$ cat config.mk
export PLATFORM = sky130hd
export DESIGN_NAME = iba_blklist
export DESIGN_NICKNAME = d
export VERILOG_FILES = /design/src/rtl/core/iba_blklist.sv
export SDC_FILE = /design/constraint.sdc
export NUM_CORES = 2
export LEC_CHECK = 0
export ABC_AREA = 1
export BUFFER_PORTS_ARGS = -buffer_cell sky130_fd_sc_hd__buf_2
export CAP_MARGIN = 20
export CORE_MARGIN = 10
export CORE_UTILIZATION = 30
export CTS_BUF_LIST = sky130_fd_sc_hd__clkbuf_16
export DETAILED_ROUTE_END_ITERATION = 12
export SLEW_MARGIN = 10
export SYNTH_ARGS = -nofsm -noshare
export SYNTH_HDL_FRONTEND = slang
export SYNTH_SLANG_ARGS = --single-unit
$ cat constraint.sdc
create_clock -name i_clk -period 2.45 [get_ports i_clk]
set_clock_uncertainty 0.15 [all_clocks]
set_input_delay 0.1225 -clock i_clk [delete_from_list [all_inputs] [get_ports i_clk]]
set_output_delay 0.1225 -clock i_clk [all_outputs]
set_load 0.02 [all_outputs]
$ cat src/rtl/core/iba_blklist.sv
// Block list store: index and data block numbers of each directory slot.
module iba_blklist #(
    parameter int DEPTH = 512,
    parameter int AW    = 9,
    parameter int DW    = 8
) (
    input  logic          i_clk,
    input  logic          i_we,
    input  logic [AW-1:0] i_waddr,
    input  logic [DW-1:0] i_wdata,
    input  logic [AW-1:0] i_raddr,
    output logic [DW-1:0] o_rdata
);
    logic [DW-1:0] r_mem [DEPTH];

    // registered read, one write port
    always_ff @(posedge i_clk) begin
        if (i_we) begin
            r_mem[i_waddr] <= i_wdata;
        end
        o_rdata <= r_mem[i_raddr];
    end
endmodule

==> metrics <==
outcome=complete, but fails checks; failing checks=negative setup slack; Startpoint Class=primary input; # DRC=0; register share of total power=51.5%; final std cells w/o fill=22400; worst vdd ir=0.650 mV; Final Max Tran Viols=0; Post-DRT Antenna Nets=0; Worst Path Required=3.20 ns; Final nets=14800; CTS H-tree lvls=5; Max Cap Viol=0; Synth top area share=73.8%; total track usage=16.3%; reg2reg setup slack=0.01 ns; clock group share of total power=41.7%; core region area=0.553 mm²; Gate power share=6.8%; Netlist cell types=16; leading area contributor after synthesis=edfxtp_1; hold depth=2; vias=113000; Total Power=150 mW; Reg clk slew, reported paths=0.06 ns; Routed wire per std cell=22.2 µm; Reg2Reg Launch Point=r_mem[379][2]$_DFFE_PP_; reg2reg path depth=11; post-synth net total=13900; total negative slack=-0.0110 ns; die span in x=765 µm; DP Wirelength=308000 µm; top cells by area, synth=edfxtp_1 74%, nand3_1 12%, nand2_1 9.4%; slew at the pin closest to its max-slew limit=0.865 ns; post-layout instance area=0.198 mm²; largest net degree at the start of global routing=107; crit-path max FO=37; setup ws final=-0.0110 ns; min-delay src=i_wdata[2]; critical path capture point type=flop; initial antenna violation count=32; Hold WS=0.0501 ns; vias in the first global route=108000; FF-to-FF End=o_rdata[2]$_DFF_P_; final wirelength=497000 µm; vias per cell=5.06; RSZ-0062 raised after global routing=no; Post-Syn Area=0.167 mm²; clk sinks=4104; Max Fclk=406 MHz; number of I/O pins=36; Post-Place Setup Slack=-0.972 ns; clk root buf=clkbuf_16; total die area=0.586 mm²; Hold EP=r_mem[361][2]$_DFFE_PP_; Seq/Total Area, Yosys=73.9%; Mapped Cells=13900; share of layout cells above drive strength 1=13.3%; Hold Path Class=primary input to flop; worst path arrival time=3.21 ns; Mapped Avg Cell Area=12.0 µm²; Pleak=70.2 nW; Switching Fraction=23.1%; Post-Place Cell Area=0.185 mm²; Worst Setup SP=i_raddr[0]; CTS tree=built; total gr overflow=0; P_sw=34.6 mW; first-pass GRT wire length=728000 µm; utilization after layout=35.8%; DR iter-0 viols=14000; TritonRoute pass-1 iters=8; count of buffers from port buffering=35; Layout fillers=53100; Pwr Density=757 mW/mm²; Final GP Congestion=0.849; initial core utilization=30.1%; buffer depth of the longest clock path=4; final hold violations=0; CTS Buf Count=422; Area Overhead vs Synth=18.9%; fin crit share=100%; YS warnings=0; Placed Instances=21600; DIE HEIGHT=765 µm; clk_lat worst skew=1.00 ns; Slew headroom=42.1%; Synth Register Bits=4104; kind of critical path=primary input to flop; postcts setup bufs=0; Setup-failing EPs final=1; crit path time final=2.46 ns; row count=273; Cell Int Power=116 mW
## cell type report
| cell class | instances | area (µm²) | area share, % |
|---|---|---|---|
| inverter | 39 | 203 | 0.102 |
| timing repair buffer | 1410 | 14200 | 7.15 |
| clock buffer | 429 | 10700 | 5.41 |
| tap | 7287 | 9120 | 4.60 |
| antenna | 13 | 32.5 | 0.0164 |
| clock inverter | 348 | 2660 | 1.34 |
| sequential | 4104 | 123000 | 62.1 |
| multi-input combinational | 8765 | 38200 | 19.3 |
## worst max-delay path by stage
| stage | to | slack (ns) | cells after the start |
|---|---|---|---|
| 2_1_floorplan | r_mem[212][0]$_DFFE_PP_ | 0.59 | 7 |
| 3_3_place_gp | o_rdata[0]$_DFF_P_ | -0.95 | 16 |
| 3_5_place_dp | o_rdata[0]$_DFF_P_ | -0.97 | 16 |
| 4_1_cts | o_rdata[0]$_DFF_P_ | 0.04 | 11 |
| 5_1_grt | r_mem[437][7]$_DFFE_PP_ | 0.006 | 9 |
| 6_report | o_rdata[2]$_DFF_P_ | -0.01 | 17 |
## metal layers
metal	track usage, %	routed length, µm	part of all wire [%]
met1	22.7	207000	42
met2	25.7	227000	46
met3	2.67	44300	8.9
met4	5.65	18400	3.7
met5	0	89	0.018
## registers in the layout, indices dropped and copies added (netlist names)
signal and flops:
o_rdata 8, r_mem 4096
## cell usage after synthesis (all sizes together)
library cell and n:
buf 799, clkbuf 184, dfxtp 8, edfxtp 4096, inv 39, nand2 4160
nand3 4080, nor2 514, nor3 11
## placed cells by master (no fill, tap or decap)
master,Yosys,routed
clkinv_16,0,4
nand3_2,0,8
nor3_1,11,11
buf_4,123,1071
nand2_1,4160,4144
edfxtp_1,4096,4096
clkinv_1,0,100
dfxtp_1,8,8
inv_1,34,115
buf_2,517,21
diode_2,0,13
clkinv_4,0,2
nor2_1,514,510
clkinv_8,0,5
buf_8,4,11
dlygate4sd3_1,0,28
inv_2,3,1
nand2_2,0,1
bufinv_16,0,33
inv_6,0,6
buf_6,72,1
clkinvlp_4,0,19
inv_4,2,1
inv_16,0,8
inv_8,0,3
nor2_2,0,4
clkbuf_16,0,429
nand3_1,4080,4072
buf_12,1,278
clkinv_2,0,90
nand2_4,0,15
## timing repair
item                                    4_1_cts  5_1_grt
hold buffers                                 28        0
gates cloned                                  0        0
endpoints found under the setup margin        1      143
gates resized for setup                       2        9
pin swaps                                     0        0
hold endpoints to repair                   4434        0
## worst max-delay path: stages
cell and delay, ns:
buf_12 0.13, inv_16 0.22, buf_4 0.24, buf_12 0.24, buf_12 0.23, buf_12 0.24, buf_4 0.19, nand2_1 0.06
nand3_1 0.06, nand3_1 0.10, nand3_1 0.13, nand3_1 0.08, nand3_1 0.19, nand3_1 0.21, nand3_1 0.21, nand3_1 0.28
nand2_1 0.14
## cell families after synthesis
family / share of synthesized area [%]
flops: 73.9
buf+inv: 3.33
simple gates: 22.8
## power by group through the flow
stage,Clock [mW],Combinational (mW),Sequential [mW]
floorplan,0,4.78,78.9
global placement,0,9.96,78.9
detailed placement,0,10.0,78.9
CTS,63.4,10.1,77.4
global route,66.1,10.8,77.3
finish,62.6,10.2,77.4
Power figures use the tool's default switching activity.
