[src/rtl/core/iba_bitmap.sv]
// Free-block bitmap: one-bit synchronous memory with a set/clear port and a read port.
module iba_bitmap #(
    parameter int DISK_BLOCKS = 256
) (
    input  logic                           i_clk,
    input  logic                           i_we,
    input  logic [$clog2(DISK_BLOCKS)-1:0] i_waddr,
    input  logic                           i_wdata,
    input  logic [$clog2(DISK_BLOCKS)-1:0] i_raddr,
    output logic                           o_rdata
);
    logic r_mem [DISK_BLOCKS];

    // registered read; a same-address write returns the old bit
    always_ff @(posedge i_clk) begin
        if (i_we) begin
            r_mem[i_waddr] <= i_wdata;
        end
        o_rdata <= r_mem[i_raddr];
    end
endmodule

[config.mk]
export PLATFORM = sky130hd
export DESIGN_NAME = iba_bitmap
export DESIGN_NICKNAME = d
export VERILOG_FILES = /design/src/rtl/core/iba_bitmap.sv
export SDC_FILE = /design/constraint.sdc
export NUM_CORES = 1
export LEC_CHECK = 0
export ABC_AREA = 1
export BUFFER_PORTS_ARGS = -buffer_cell sky130_fd_sc_hd__buf_2
export CAP_MARGIN = 20
export CORE_AREA = 2 2 127 178
export CTS_CLUSTER_DIAMETER = 100
export DETAILED_ROUTE_END_ITERATION = 10
export DIE_AREA = 0 0 129 180
export GPL_ROUTABILITY_DRIVEN = 0
export PLACE_DENSITY = 0.73
export SYNTH_ARGS = -nofsm -noshare
export SYNTH_HDL_FRONTEND = slang
export SYNTH_SLANG_ARGS = --single-unit
[constraint.sdc]
create_clock -name i_clk -period 3.19 [get_ports i_clk]
set_clock_uncertainty 0.1 [all_clocks]
set_input_delay 0.638 -clock i_clk [delete_from_list [all_inputs] [get_ports i_clk]]
set_output_delay 0.638 -clock i_clk [all_outputs]
set_load 0.05 [all_outputs]
==> out/metrics.csv <==
stage,metric,value,unit
run_status,outcome,completed,
power,leakage,4.34,nW
worst_setup_path,Crit. path cell count,13,
worst_setup_path,Worst setup SP type,input pin,
timing,unrepaired setup endpoints after global routing,false,
detailed_routing,post-route ant nets,0,
synth,largest family of logic cells by synthesized area,simple AND/OR/NAND/NOR gates,
synth,"Seq/Total Area, Yosys",0.658,
worst_setup_path,data required time at the worst endpoint,3550,ps
worst_setup_path,kind of critical path,in -> reg,
worst_setup_path,WP buf/inv,3,
clock_tree,Root Buffer,clkbuf_16,
cells_and_area,most frequent cells in the layout,"299 x nand2_1, 268 x nor2_1, 256 x edfxtp_1, 254 x nand3_1, 27 x buf_4",
grt,vias in the first global route,8146,
worst_setup_path,crit path cell chain,buf_4 -> inv_4 -> buf_4 -> nand2_1 -> nand3_1 -> nand3_1 -> nand3_1 -> nand3_1 -> nand2_1 -> nand2_1 -> nand3_1 -> nand3_1 -> nand2_1,
worst_setup_path,reg2reg start,r_mem[91],
worst_setup_path,CP top delay family,buffers and inverters,
grt,largest net degree at the start of global routing,129,
synth,post-synthesis mux area share,0,
worst_setup_path,WP data arrival,2300,ps
placement,Post-DP HPWL,16100,microns
floorplan,Die Y,180,microns
worst_setup_path,Critical path origin,i_raddr[0],
clock_tree,H-tree levels,1,
floorplan,Die Wd,129,microns
synth,synthesis warning total,0,
hold_path,Hold Crit Class,in -> reg,
clock_tree,Max clock buf depth,3,
power,PD cells,545,mW/mm^2
detailed_routing,Remaining DRCs,0,
synth,synthesized cell area,0.0117,sq mm
worst_setup_path,crit end category,register,
flow_run,max_cap viols,0,
timing,final worst-path cycle share,0.608,
clock_tree,post-CTS setup buffers,0,
clock_tree,TritonCTS Sinks,257,
timing,min Tclk post-route,1940,ps
detailed_routing,Via density,5.84,
floorplan,# rows,64,
synth,Avg Synthesized Cell Area,9.90,sq um
floorplan,Ports,20,
synth,post-synthesis compound-gate area fraction,0,
worst_setup_path,worst r2r path cells,10,
timing,Hold Fails Final Rpt,0,
worst_setup_path,Crit path largest cell delay,350,ps
synth,simple-gate share of the synthesized area,0.292,
timing,Worst slew margin,0.522,
synth,Post-Synth Adder-Cell Area,0,
grt,GRT overflow,0,
timing,Setup-failing EPs final,0,
grt,first-pass GRT wire length,44100,microns
timing,pins over their slew limit,0,
worst_setup_path,Reg-to-Reg End,o_rdata,
clock_tree,clock-pin slew on the worst setup and hold paths,60,ps
synth,Syn Nets,1203,
floorplan,Initial Util,0.540,
synth,"Distinct cells, synth",13,
timing,fmax,0.516,GHz
clock_tree,clock buffer count from CTS,23,
power,maximum VDD drop,0.373,mV
detailed_routing,via count,8695,
hold_path,worst hold path startpoint,i_raddr[7],
cells_and_area,Layout area overhead,8.61,%
clock_tree,clock latency on the worst-skew pair,520,ps
synth,number of synthesized register bits,257,
floorplan,Core Footprint,0.0217,sq mm
floorplan,die footprint,0.0232,sq mm
detailed_routing,final WL,29300,microns
cells_and_area,"most common cell after layout, fill and taps aside",nand2_1,
timing,actual slew at the worst max-slew pin,717,ps
detailed_routing,WL per Instance,19.7,microns
worst_setup_path,crit path max fanout,38,
cells_and_area,final net count,1194,
placement,IO Port Bufs,19,
detailed_routing,DR iter-0 viols,1019,
worst_setup_path,Slowest cell on crit path,buf_4,
clock_tree,Hold Buf Count CTS,0,
timing,Setup TNS,0,ps
worst_setup_path,worst setup path endpoint,o_rdata,
synth,post-synthesis xor/xnor area fraction,0,
synth,cell count after synthesis,1184,
worst_setup_path,register-to-register setup slack,1690,ps
detailed_routing,drt pass-1 iters,5,
power,Total Power,6.94,mW
grt,gr usage total,0.250,
grt,initial antenna violation count,0,
clock_tree,CTS-repair resized insts,0,
cells_and_area,share of layout cells above drive strength 1,0.0713,
clock_tree,CTS tree,yes,
worst_setup_path,CP most frequent cell,nand3_1,
cells_and_area,ANT cells,0,
[worst min path at each step]
stage               cells past startpoint  slack [ps]       end
finish                                  3         290   o_rdata
global route                            3         320   o_rdata
detailed placement                      3         810   o_rdata
floorplan                               0         640  r_mem[0]
CTS                                     3         280   o_rdata
global placement                        3         800   o_rdata
[Yosys cell counts (all sizes together)]
cell type | count | area [sq um]
nand2 | 299 | 1120
nor2 | 268 | 1010
edfxtp | 256 | 7690
nand3 | 254 | 1270
buf | 45 | 374
clkbuf | 40 | 150
inv | 18 | 67.6
nand4 | 3 | 18.8
dfxtp | 1 | 20.0
[routing by layer]
layer,global-route usage,share of wire
met5,0,0
met4,0.129,0.053
met3,0.0274,0.080
met2,0.433,0.51
met1,0.308,0.36
[layout make-up]
class | instances | area [sq um]
clock buffers | 29 | 598
clock inverters | 13 | 141
fillers | 1776 | 8970
inverters | 18 | 70.1
multi-input cells | 824 | 3420
flip-flops and latches | 257 | 7710
well taps | 297 | 372
repair buffers | 51 | 419
[power breakdown]
part / total, mW / internal [mW] / switching, mW / leakage, nW
Sequential: 3.72 / 3.72 / 0.00228 / 2.31
Clock: 2.75 / 1.57 / 1.18 / 0.360
Combinational: 0.468 / 0.120 / 0.348 / 1.67
[metrics by stage]
stage          instances  hold WS [ps]   util  worst slack (ps)  instance area [sq um]
2_1_floorplan       1184           637      -              1280                  11700
3_3_place_gp        1447           800  0.552               785                  12000
3_5_place_dp        1447           810  0.552               779                  12000
4_1_cts             1489           284  0.586              1290                  12700
5_1_grt             1489           317  0.586              1130                  12700
6_report            1489           289  0.586              1250                  12700
[worst register-to-register path, stage by stage (launching register included)]
cell and delay [ps]:
edfxtp_1 380, nand2_1 80, nand3_1 80, nand3_1 140
nand3_1 170, nand3_1 140, nand2_1 50, nand2_1 60
nand3_1 60, nand3_1 80, nand2_1 50
[kinds of logic after synthesis]
group	Yosys count
buf+inv	103
flops	257
simple gates	824
[registers in the layout, indices dropped and copies added (netlist names)]
name	cells
o_rdata	1
r_mem	256
Power figures use the tool's default switching activity.
